File: config.mk
export PLATFORM = sky130hd
export DESIGN_NAME = sbdm_cell
export DESIGN_NICKNAME = d
export VERILOG_FILES = /design/src/design/sbdm_pkg.sv /design/src/design/sbdm_ram.sv /design/src/design/sbdm_cell.sv
export SDC_FILE = /design/constraint.sdc
export NUM_CORES = 2
export LEC_CHECK = 0
export BUFFER_PORTS_ARGS = -buffer_cell sky130_fd_sc_hd__buf_2
export CORE_MARGIN = 2
export CORE_UTILIZATION = 60
export CTS_CLUSTER_SIZE = 8
export DETAILED_ROUTE_END_ITERATION = 8
export HOLD_SLACK_MARGIN = 0.15
export PLACE_DENSITY = 0.84
export SLEW_MARGIN = 0
export SYNTH_ARGS = -nofsm -noshare
export SYNTH_HDL_FRONTEND = slang
export SYNTH_HIERARCHICAL = 1
export SYNTH_SLANG_ARGS = --single-unit
export TNS_END_PERCENT = 50
File: constraint.sdc
create_clock -name clk -period 10.53 [get_ports clk]
set_clock_uncertainty 0.2 [all_clocks]
set_input_delay 1.5795 -clock clk [delete_from_list [all_inputs] [get_ports clk]]
set_output_delay 1.5795 -clock clk [all_outputs]
set_load 0.05 [all_outputs]
File: src/design/sbdm_pkg.sv
// Shared types and constants for the block-diagonal matrix-vector multiplier.
`default_nettype none
package sbdm_pkg;

  localparam int MAX_BLOCK = 16;
  localparam int VALUE_W = 32;
  localparam int POS_W = 4;
  localparam int BS_W = 5;
  localparam int FRAC_W = 16;

  localparam logic [BS_W-1:0] BLOCK_SIZE_RESET = 5'd16;

  localparam logic OP_LOAD = 1'b0;
  localparam logic OP_ELEM = 1'b1;

  // Control part of a token travelling along the cell chain.
  typedef struct packed {
    logic             valid;
    logic             load;
    logic             close;
    logic [POS_W-1:0] row;
  } tok_t;

endpackage
`default_nettype wire

File: src/design/sbdm_ram.sv
// Generic simple dual-port RAM with registered read.
`default_nettype none
module sbdm_ram #(
  parameter int Width = 32,
  parameter int Depth = 16,
  localparam int AddrW = (Depth > 1) ? $clog2(Depth) : 1
) (
  input  wire logic                  clk,
  input  wire logic                  we,
  input  wire logic [AddrW-1:0]      waddr,
  input  wire logic [Width-1:0]      wdata,
  input  wire logic [AddrW-1:0]      raddr,
  output logic      [Width-1:0]      rdata
);
  logic [Width-1:0] mem [Depth];

  always_ff @(posedge clk) begin
    if (we) begin
      mem[waddr] <= wdata;
    end
    rdata <= mem[raddr];
  end
endmodule
`default_nettype wire

File: src/design/sbdm_cell.sv
// One multiply-accumulate cell: owns one matrix row and one running dot product.
`default_nettype none
module sbdm_cell #(
  parameter int MaxBlock = sbdm_pkg::MAX_BLOCK,
  parameter int RowIdx   = 0,
  parameter int IdxW     = 4,
  parameter int AccW     = 68
) (
  input  wire logic                          clk,
  input  wire logic                          rst,
  input  wire sbdm_pkg::tok_t                tok_in,
  input  wire logic [IdxW-1:0]               idx_in,
  input  wire logic [sbdm_pkg::VALUE_W-1:0]  val_in,
  output sbdm_pkg::tok_t                     tok_out,
  output logic [IdxW-1:0]                    idx_out,
  output logic [sbdm_pkg::VALUE_W-1:0]       val_out,
  input  wire logic                          shift,
  input  wire logic [AccW-1:0]               acc_in,
  output logic [AccW-1:0]                    acc_out,
  output logic                               done
);
  localparam int VW = sbdm_pkg::VALUE_W;

  sbdm_pkg::tok_t    tok_q;
  logic [IdxW-1:0]   idx_q;
  logic [VW-1:0]     val_q;

  logic              row_we;
  logic [VW-1:0]     coef;

  logic              valid_b;
  logic              first_b;
  logic              close_b;
  logic signed [VW-1:0] elem_b;

  logic              valid_c;
  logic              first_c;
  logic              close_c;
  logic signed [2*VW-1:0] prod_c;

  logic [AccW-1:0]   acc;
  logic [AccW-1:0]   prod_ext;

  // Chain stage: take the neighbour's token every cycle
  always_ff @(posedge clk) begin
    if (rst) begin
      tok_q.valid <= 1'b0;
    end else begin
      tok_q.valid <= tok_in.valid;
    end
    tok_q.load  <= tok_in.load;
    tok_q.close <= tok_in.close;
    tok_q.row   <= tok_in.row;
    idx_q       <= idx_in;
    val_q       <= val_in;
  end

  assign tok_out = tok_q;
  assign idx_out = idx_q;
  assign val_out = val_q;

  assign row_we = tok_q.valid && tok_q.load && (32'(tok_q.row) == RowIdx);

  sbdm_ram #(
    .Width (VW),
    .Depth (MaxBlock)
  ) u_row (
    .clk   (clk),
    .we    (row_we),
    .waddr (idx_q),
    .wdata (val_q),
    .raddr (idx_q),
    .rdata (coef)
  );

  always_ff @(posedge clk) begin
    if (rst) begin
      valid_b <= 1'b0;
      valid_c <= 1'b0;
      done    <= 1'b0;
    end else begin
      valid_b <= tok_q.valid && !tok_q.load;
      valid_c <= valid_b;
      done    <= valid_c && close_c;
    end
    first_b <= (idx_q == '0);
    close_b <= tok_q.close;
    elem_b  <= val_q;
    first_c <= first_b;
    close_c <= close_b;
    prod_c  <= signed'(coef) * elem_b;
  end

  assign prod_ext = {{(AccW-2*VW){prod_c[2*VW-1]}}, prod_c};

  // Restart the sum on the first element of a block; drain moves sums toward cell 0
  always_ff @(posedge clk) begin
    if (shift) begin
      acc <= acc_in;
    end else if (valid_c) begin
      acc <= first_c ? prod_ext : acc + prod_ext;
    end
  end

  assign acc_out = acc;
endmodule
`default_nettype wire

==> reports/qor.yml <==
finish:
  seq_area_sq_um: 20990
  n_fill_cell: 7759
  fin_cells: 7452
  layout-drive-gt1-share: 0.1045
  syn2layout_area_growth_pct: 8.824
  multi_input_area_sq_um: 40500
  nNetsFinal: 7335
synthesis:
  netlist_top_cells_count: "fa_1, inv_1, nand2_1"
  synth_area_sq_um: 66300
  ys_ff_latch: 758
  syn_inst: 5745
  async_reset_ff_frac: 0
  ys_seq_area_frac: 0.3164
  synth.distinct_cells: 79
  synth-edff-count: 580
  synth_most_common_cell: "fa_1"
  yosysWarnings: 6
  syn_nets: 7193
  synth_area_per_cell_sq_um: 11.54
  yosysTopAreaCellShare: 0.3270
  yosys_most_used_dff: "edfxtp_1"
  synth_area_leaders: "fa_1, edfxtp_1, inv_1"
  yosysTopAreaCell: "fa_1"
detailed_routing:
  wire_per_inst_microns: 24.07
  routed_wl_mm: 179.4
  ant_nets: 0
  route.detailed.drc: 0
  vias_per_cell: 6.018
  vias: 44840
  dr.pass1.iters: 6
  drt_iter0_markers: 4772
hold_path:
  min_from: "tok_out[4]$_DFF_P_"
  min_path_type: "register to register"
  min_path_cells: 0
critical_path:
  arrival_ns: 9.45
  crit_fanout: 24
  critPathBufInv: 5
  cp-end-kind: "register"
  r2r-start: "elem_b[2]$_DFF_P_"
  path_delay_family: "adder cells"
  worst_setup_path_start_kind: "register"
  crit_type: "register to register"
  crit_slowest_cell: "fa_1"
  cp_num_cells: 25
  slowest_delay_ns: 1.02
  crit_path_frequent_cell: "fa_1"
  cp-startpoint: "elem_b[2]$_DFF_P_"
  required_ns: 10.94
  reg2reg_depth: 25
global_routing:
  antenna_found_initial: 5
  grt_overflow_total: 0
  grt_pass1_wl_mm: 277.7
  grt_use_met2: 0.5057
  met1_usage: 0.4324
  grt_pass1_vias: 47570
  busiest_layer: "met2"
  track_usage: 0.3249
  grt_util_met3: 0.1019
  grt_start_max_net_pins: 78
floorplan:
  initial_core_util: 0.6066
  die_w_microns: 336.4
  row_count: 121
  pin_count: 226
  coreArea_sq_um: 109300
  die_area_sq_um: 113200
  die_height_microns: 336.4
job:
  maxCapViolCount: 0
clock_network:
  clk_pin_slew_ns: 0.06
  root_buffer: "clkbuf_16"
  cts_max_level: 3
  cts.path.max_buffers: 3
  cts-resized-gates: 0
  clk_latency_ns: 0.70
  clock_sinks: 758
  cts_tree: "yes"
  cts_buffers: 105
sta:
  worst_pin_slew_ns: 1.293
  hold_viol: 0
  tns_ns: 0
  fin_crit_ns: 9.037
  rsz0062_at_grt: "false"
  fmax_mhz: 110.7
  slew_headroom: 0.1371
  finalCritPeriodShare: 0.8582
  slew_violations: 0
  report.final.setup_viol: 0
place:
  placed_cells: 7255
  io_buffer_count: 225
  place_hpwl_mm: 129.1
  gp_congestion: 0.9897
run_status:
  status: "finished, final reports clean"
[worst reg2reg max path: cells and delay by family, from the launching register on]
kind | cells | cell delay [ns]
AND/OR/NAND/NOR | 2 | 0.48
adder cells (fa/ha/maj) | 9 | 5.05
AO/OA/AOI/OAI | 8 | 1.40
flip-flops | 1 | 0.98
buffers and inverters | 5 | 0.70
XOR/XNOR | 1 | 0.13
[area by class of cell]
| class | instances | area share |
|---|---|---|
| Antenna cell | 2 | 0.00006936 |
| Clock buffer | 187 | 0.04096 |
| Clock inverter | 7 | 0.002220 |
| Inverter | 1003 | 0.05218 |
| Multi-Input combinational cell | 3687 | 0.5613 |
| Sequential cell | 758 | 0.2909 |
| Tap cell | 1476 | 0.02559 |
| Timing Repair Buffer | 332 | 0.02677 |
[kinds of logic (layout without fill, tap and decap cells)]
family                   Yosys count  in the layout  share of synthesized area
adder cells (fa/ha/maj)         1334           1334                     0.3744
AO/OA/AOI/OAI                    621            621                    0.06225
buffers and inverters           1300           1529                    0.07454
other                              0              2                          0
flip-flops                       758            758                     0.3164
multiplexers                     147            147                    0.04657
XOR/XNOR                         122            122                    0.01612
AND/OR/NAND/NOR                 1463           1463                     0.1097
[registers in the layout (all words and copies together) (netlist names), 4 cells and up]
name and flops:
elem_b 32, idx_out 4, val_out 32, u_row/mem 512, acc_out 68, tok_out 7
u_row/rdata 32, prod_c 64
[what timing repair did]
action,4_1_cts,5_1_grt
setup endpoints to repair,0,0
hold buffers,1,0
endpoints found under the hold margin,1,0
setup buffers,0,0
[per-layer routing]
metal	wire, microns	vias up	part of all wire
li1	-	18710	-
met1	67810	22610	0.38
met2	81140	2970	0.45
met3	22880	560	0.13
met4	7514	2	0.042
met5	20	-	0.00011
[per-stage QoR]
stage,area (sq um),setup slack (ns),utilization,hold slack [ns]
after floorplan,66300,2.698,-,0.1096
final,72150,1.493,0.6601,0.1533
after detailed placement,69020,1.526,0.6315,0.1128
after global routing,72150,1.020,0.6601,0.1690
after CTS,72150,1.507,0.6601,0.1589
after global placement,69020,1.725,0.6315,0.1115
[cells in the final DEF, fill, tap and decap left out, drive strengths merged, types with 10 or more instances in the layout]
cell,netlist,final
a211oi,24,24
a21o,67,67
a21oi,135,135
a22oi,73,73
a31oi,19,19
and2,523,523
and3,20,20
buf,30,331
clkbuf,267,187
dfxtp,178,178
edfxtp,580,580
fa,1083,1083
ha,251,251
inv,1003,1004
mux2,12,12
mux4,128,128
nand2,629,629
nand2b,24,24
nand3,24,24
nand4,24,24
nor2,117,117
nor2b,15,15
nor3,33,33
nor4,10,10
o211ai,26,26
o21a,49,49
o21ai,121,121
o21bai,28,28
xnor2,88,88
xor2,34,34
[final timing paths]
path,endpoint,slack [ns]
setup / recovery,prod_c[63]$_DFF_P_,1.49
hold / removal,close_b$_DFF_P_,0.15
setup reg to reg,prod_c[63]$_DFF_P_,1.49
hold reg to reg,close_b$_DFF_P_,0.15
Power is not shown: default switching activity piles up to over one toggle a cycle in this logic, so the estimate is an artifact.
