$ cat src/design/sbdm_ram.sv
// Generic simple dual-port RAM with registered read.
`default_nettype none
module sbdm_ram #(
  parameter int Width = 32,
  parameter int Depth = 16,
  localparam int AddrW = (Depth > 1) ? $clog2(Depth) : 1
) (
  input  wire logic                  clk,
  input  wire logic                  we,
  input  wire logic [AddrW-1:0]      waddr,
  input  wire logic [Width-1:0]      wdata,
  input  wire logic [AddrW-1:0]      raddr,
  output logic      [Width-1:0]      rdata
);
  logic [Width-1:0] mem [Depth];

  always_ff @(posedge clk) begin
    if (we) begin
      mem[waddr] <= wdata;
    end
    rdata <= mem[raddr];
  end
endmodule
`default_nettype wire

$ cat config.mk
export PLATFORM = sky130hd
export DESIGN_NAME = sbdm_ram
export DESIGN_NICKNAME = d
export VERILOG_FILES = /design/src/design/sbdm_ram.sv
export SDC_FILE = /design/constraint.sdc
export NUM_CORES = 1
export LEC_CHECK = 0
export ABC_AREA = 1
export BUFFER_PORTS_ARGS = -buffer_cell sky130_fd_sc_hd__buf_2
export CELL_PAD_IN_SITES_DETAIL_PLACEMENT = 0
export CELL_PAD_IN_SITES_GLOBAL_PLACEMENT = 1
export CORE_MARGIN = 5
export CORE_UTILIZATION = 39
export CTS_CLUSTER_SIZE = 12
export DETAILED_ROUTE_END_ITERATION = 6
export PLACE_DENSITY = 0.74
export SLEW_MARGIN = 20
export SYNTH_ARGS = -nofsm -noshare
export SYNTH_HDL_FRONTEND = slang
export SYNTH_SLANG_ARGS = --single-unit
$ cat constraint.sdc
create_clock -name clk -period 4.89 [get_ports clk]
set_input_delay 0.489 -clock clk [delete_from_list [all_inputs] [get_ports clk]]
set_output_delay 0.489 -clock clk [all_outputs]
set_load 0.02 [all_outputs]
==> results of run 1 <==
-- flip-flops by register name (all words and copies together) (netlist names) --
register and count:
rdata 32, mem 512
-- area by class of cell --
class / count / area share (%)
antenna: 4 / 0.0394
multi-input combinational: 1081 / 18.4
inverter: 390 / 5.80
clock inverter: 15 / 0.419
clock buffer: 81 / 5.96
tap: 765 / 3.77
sequential: 544 / 63.1
timing repair buffer: 101 / 2.56
-- final timing paths --
kind                            startpoint  slack, ps         to  cells past startpoint
worst max-delay path              raddr[0]       2800  rdata[22]                      9
worst max register to register  mem[0][27]       3790  rdata[27]                      6
worst min register to register  mem[4][12]        640  rdata[12]                      6
worst min-delay path              wdata[4]        260  mem[3][4]                      1
-- synth_stat cells (all sizes together) --
cell type | instances | area [um2]
nand3 | 385 | 1930
edfxtp | 512 | 15400
buf | 91 | 649
nor2 | 17 | 63.8
inv | 390 | 1470
dfxtp | 32 | 641
clkbuf | 14 | 52.6
nand3b | 2 | 15.0
nand2 | 677 | 2540
-- layer usage --
layer / track usage, % / up-vias / share of wire [%]
met5: 0 / - / 0.023
met4: 5.30 / 2 / 2.7
met3: 2.93 / 102 / 5.4
met2: 30.6 / 386 / 49
met1: 22.7 / 6902 / 42
li1: - / 6942 / -
-- power by group --
part	switching, mW	internal, mW
sequential	0.0340	5.21
clock	1.71	2.13
combinational	0.454	0.163
total	2.20	7.51
-- logic make-up after synthesis --
family | synth area share (%)
buffers and inverters | 9.54
DFF | 70.5
and+or+nand+nor | 20.0
-- critical path: stages --
cell      delay, ps
clkbuf_8        240
inv_6           740
buf_4           480
nand2_1         100
nand2_1         110
nand2_1          60
nand3_1          90
nand3_1         100
nand2_1         100
-- through the flow --
step           total power, mW  setup WS (ps)  hold WS [ps]  utilization (%)
4_1_cts                   9.80           2820           216             44.0
6_report                  9.71           2800           256             44.0
3_5_place_dp              5.97           2180           645             41.1
5_1_grt                   10.1           2620           230             44.0
2_1_floorplan             5.73           2410           588                -
3_3_place_gp              5.96           2190           640             41.1
==> results.md, run 1 <==
* CTS sink cnt at ~540
* Power per Cell Area at 382 nW/um2
* Post-CTS Setup Bufs at 0
* Part of the cycle the worst path needs at a little over two fifths
* Initial antenna violation count at 4
* FP Rows at 88
* Sequential-to-total area share from yosys stat at 70.5%
* CORE AREA at 57,700 um2
* Global-route usage over all layers at around 18%
* Placer Congestion at roughly 0.77
* PostCTS Resize Cnt at 0
* Routed wire length at about 56,000 um
* Post-route DRC violation count at 0
* Grt ovf at 0
* Total number of vias at ~14,000
* Required time worst endpoint at 5430 ps
* Critical path class: input pin to flop
* Critical Path Fanout Max at 109
* Reg area at between 15,000 and 20,000 um2
* Final Max Tran Viols at 0
* Clk buf depth at 3
* First-pass GRT wire length at 85,600 um
* Max_cap viols at 0
* TritonCTS clock tree: done
* Worst rel slew slack at about a quarter
* Distinct cell type count after synthesis at 15
* Mapped Nets at 2,162
* Share of cells above drive strength 1 at around 8.5%
* DP Cell Count at around 2,900
* Die height at around 250 um
* CTS H-tree lvls at 2
* Placed cell area at between 20,000 and 25,000 um2
* Setup TNS at 0 ps
* Skew-Pair Late Insertion Delay at 620 ps
* Yosys warning count at 0
* Critical Path Sink Type: flop
* Worst min path class: input pin to flop
* Post-Syn Instances at between 2,000 and 2,500
* Placed wire-length estimate at approximately 29,000 um
* Min Tclk post-route at between 2000 and 2500 ps
* I/O pin total at 74
* Most frequent cells in the layout: 677 x nand2_1, 512 x edfxtp_1, 386 x inv_1, 385 x nand3_1, 71 x buf_2
* Mapped cell area at between 20,000 and 25,000 um2
* Final setup viols at 0
* Final Cell Area at approximately 25,000 um2
* Multi-input logic area at ~4700 um2
* RSZ-0062 raised after global routing: false
* Fmax at ~480 MHz
* Worst slew pin tran at ~1100 ps
* # hold bufs at CTS at 0
* Die width at 251 um
* Initial Util at 39.4%
* Vias in the first global route at approximately 14,000
* Max IR drop VDD at 0.240 mV
* Status: completed
* Routed Antenna Nets at 0
* CTS root buffer: clkbuf_16
* Post-synthesis register bit count at 544
* Clk_skew at around 28 ps
* DR iter-0 viols at approximately 1,200
* Commonest non-fill, non-tap cell in the layout: nand2_1
* Vias per cell at 4.81
* Port bufs at 73
* Syn_area_per_cell at about 11 um2
* Nets at 2,215
* Wire per inst at between 15 and 20 um
* Total CTS buffers at between 50 and 60
* Fin cells at roughly 3,000
* Static leakage at 10.7 nW
* Number of iterations in the first detailed-routing pass at 5
* Reg clk slew, reported paths at approximately 60 ps
* Synth-to-Final Area Change at 11.7%
* Worst EP arrival at approximately 2600 ps
* Die area at 63,200 um2
* Final Hold Viols at 0
* Fill cells at between 5,000 and 6,000
* Largest net degree at the start of global routing at 157
* CP Launch Type: input pin
Power figures use the tool's default switching activity.
==> inputs of run 2 (changes only) <==
Clock period 4.89 ns to 2.02 ns, I/O delays scaled along.
==> run 2 against run 1 <==
  * Design area is 3.2% higher
  * Critical path depth down 8
  * Sequential cell count unchanged
  * Non-clock buffer count is 50 higher
  * Highest routed layer is now met4
==> results.md, run 2 (synthesis gave the netlist of run 1 again) <==
* Status: completed
* Ant. Diodes at 0
* Fmax at between 700 and 800 MHz
* Worst slew pin tran at ~570 ps
* Die area at between 60,000 and 70,000 um2
* Die height at about 250 um
* CTS root buffer: clkbuf_16
* Power per Cell Area at about 920 nW/um2
* Part of the cycle the worst path needs at 66.8%
* Fin worst setup slack at ~670 ps
* Critical Path Start: rdata[3]
* Setup slack, reg-to-reg at 1000 ps
* Worst r2r path cells at 6
* Max IR drop VDD at around 0.65 mV
* Met2 usage at about 29%
* Max reg flops at 512
* Largest Register: mem
* Number of iterations in the first detailed-routing pass at 5
* DR iter-0 viols at roughly 1,000
* Global-route usage over all layers at between 10% and 20%
* CP Launch Type: flop
* DP Cell Count at 2,899
* PostCTS Resize Cnt at 0
* Placer Congestion at 0.754
* TritonCTS clock tree: done
* CORE AREA at around 58,000 um2
* Vias in the first global route at 14,193
* Final Hold Viols at 0
* Routed wire length at between 50,000 and 60,000 um
* Worst min path class: input pin to flop
* Reg2reg end: rdata[26]
* Commonest non-fill, non-tap cell in the layout: nand2_1
* Placed wire-length estimate at between 20,000 and 30,000 um
* Hold path depth at 4
* Skew-Pair Late Insertion Delay at roughly 600 ps
* Tot Pwr at ~24 mW
* Vias per cell at approximately 4.7
* Clk_skew at 17.1 ps
* Worst r2r src: mem[5][26]
* Critical path, cell by cell: buf_2
* Critical path's slowest cell: dfxtp_1
* RSZ-0062 raised after global routing: false
* CP delay by family, top: flip-flops
* Met1 GRT Util at between 20% and 30%
* Wire per inst at around 17 um
* Hold endpoint: rdata[17]
* Total CTS buffers at between 50 and 60
* First-pass GRT wire length at 82,100 um
* Critical path class: flop to output pin
* Worst EP arrival at between 1000 and 1500 ps
* Nets at around 2,300
* Critical Path Fanout Max at 1
* Util after Layout at 45.4%
* Buf/Inv on CP at 1
* Hold wc startpoint: raddr[3]
* CTS sink cnt at 544
* Placed cell area at 24,100 um2
* Setup TNS at 0 ps
* Reg clk slew, reported paths at 60 ps
* Fin cells at roughly 3,000
* GRT Max-Usage Layer: met2
* Synth-to-Final Area Change at 15.3%
* Largest net degree at the start of global routing at around 120
* Final setup viols at 0
* Static leakage at about 11 nW
* Worst rel slew slack at between 60% and 70%
* Required time worst endpoint at approximately 1800 ps
* Most frequent cells in the layout: 677 x nand2_1, 512 x edfxtp_1, 386 x inv_1, 385 x nand3_1, 71 x buf_2
* Clk buf depth at 3
* Min Tclk post-route at approximately 1300 ps
* Final hold slack at around 120 ps
* CP max stage delay at about 370 ps
* Top flop regs: mem: 512 flops, rdata: 32 flops
* GRT met3 Usage at 2.27%
* DP Worst Slack at 437 ps
* Initial antenna violation count at 0
* Total number of vias at approximately 14,000
* Max_cap viols at 0
* I/O pin total at 74
* Port bufs at 73
* FP Rows at 88
* Post-CTS Setup Bufs at 0
* Grt ovf at 0
* Routed Antenna Nets at 0
* Critical Path Sink Type: output pin
* Initial Util at around 40%
* Die width at ~250 um
* Share of cells above drive strength 1 at roughly a tenth
* CTS H-tree lvls at 2
* Final Cell Area at ~26,000 um2
* Post-route DRC violation count at 0
* Final Max Tran Viols at 0
## run 2: cell types whose count changed in the layout (fill, tap and decap cells not counted), sizes merged
cell,previous run,this run
dlygate4sd3,0,32
buf,100,118
clkbuf,82,92
diode,4,0
bufinv,0,1
clkinv,14,13
clkinvlp,0,1
## run 2: where the power goes
group	switching [mW]	total (mW)	internal (mW)
logic	1.11	1.60	0.485
registers	0.0672	12.7	12.6
clock network	4.16	9.91	5.75
## run 2: area by class of cell
cell class                 count  area, um2
clock buffer                  91       1670
clock inverter                16        108
fill                        5320      31500
inverter                     390       1470
multi-input combinational   1081       4670
sequential                   544      16000
tap                          765        957
timing repair buffer         151       1330
## run 2: per-layer routing
layer | vias up | part of all wire [%]
met2 | 304 | 50
met1 | 6922 | 44
met3 | 65 | 4.5
li1 | 7050 | -
met4 | 0 | 1.7
met5 | - | 0
## run 2: worst max path at each step
stage	endpoint	slack, ps	cells after the start
2_1_floorplan	mem[10][0]	-170	2
6_report	rdata[3]	670	1
3_3_place_gp	rdata[2]	430	8
3_5_place_dp	rdata[2]	440	8
5_1_grt	rdata[31]	620	1
4_1_cts	rdata[3]	600	1
## run 2: what timing repair did
action	CTS	global route
hold endpoints to repair	496	0
hold buffers	32	0
setup endpoints to repair	0	0
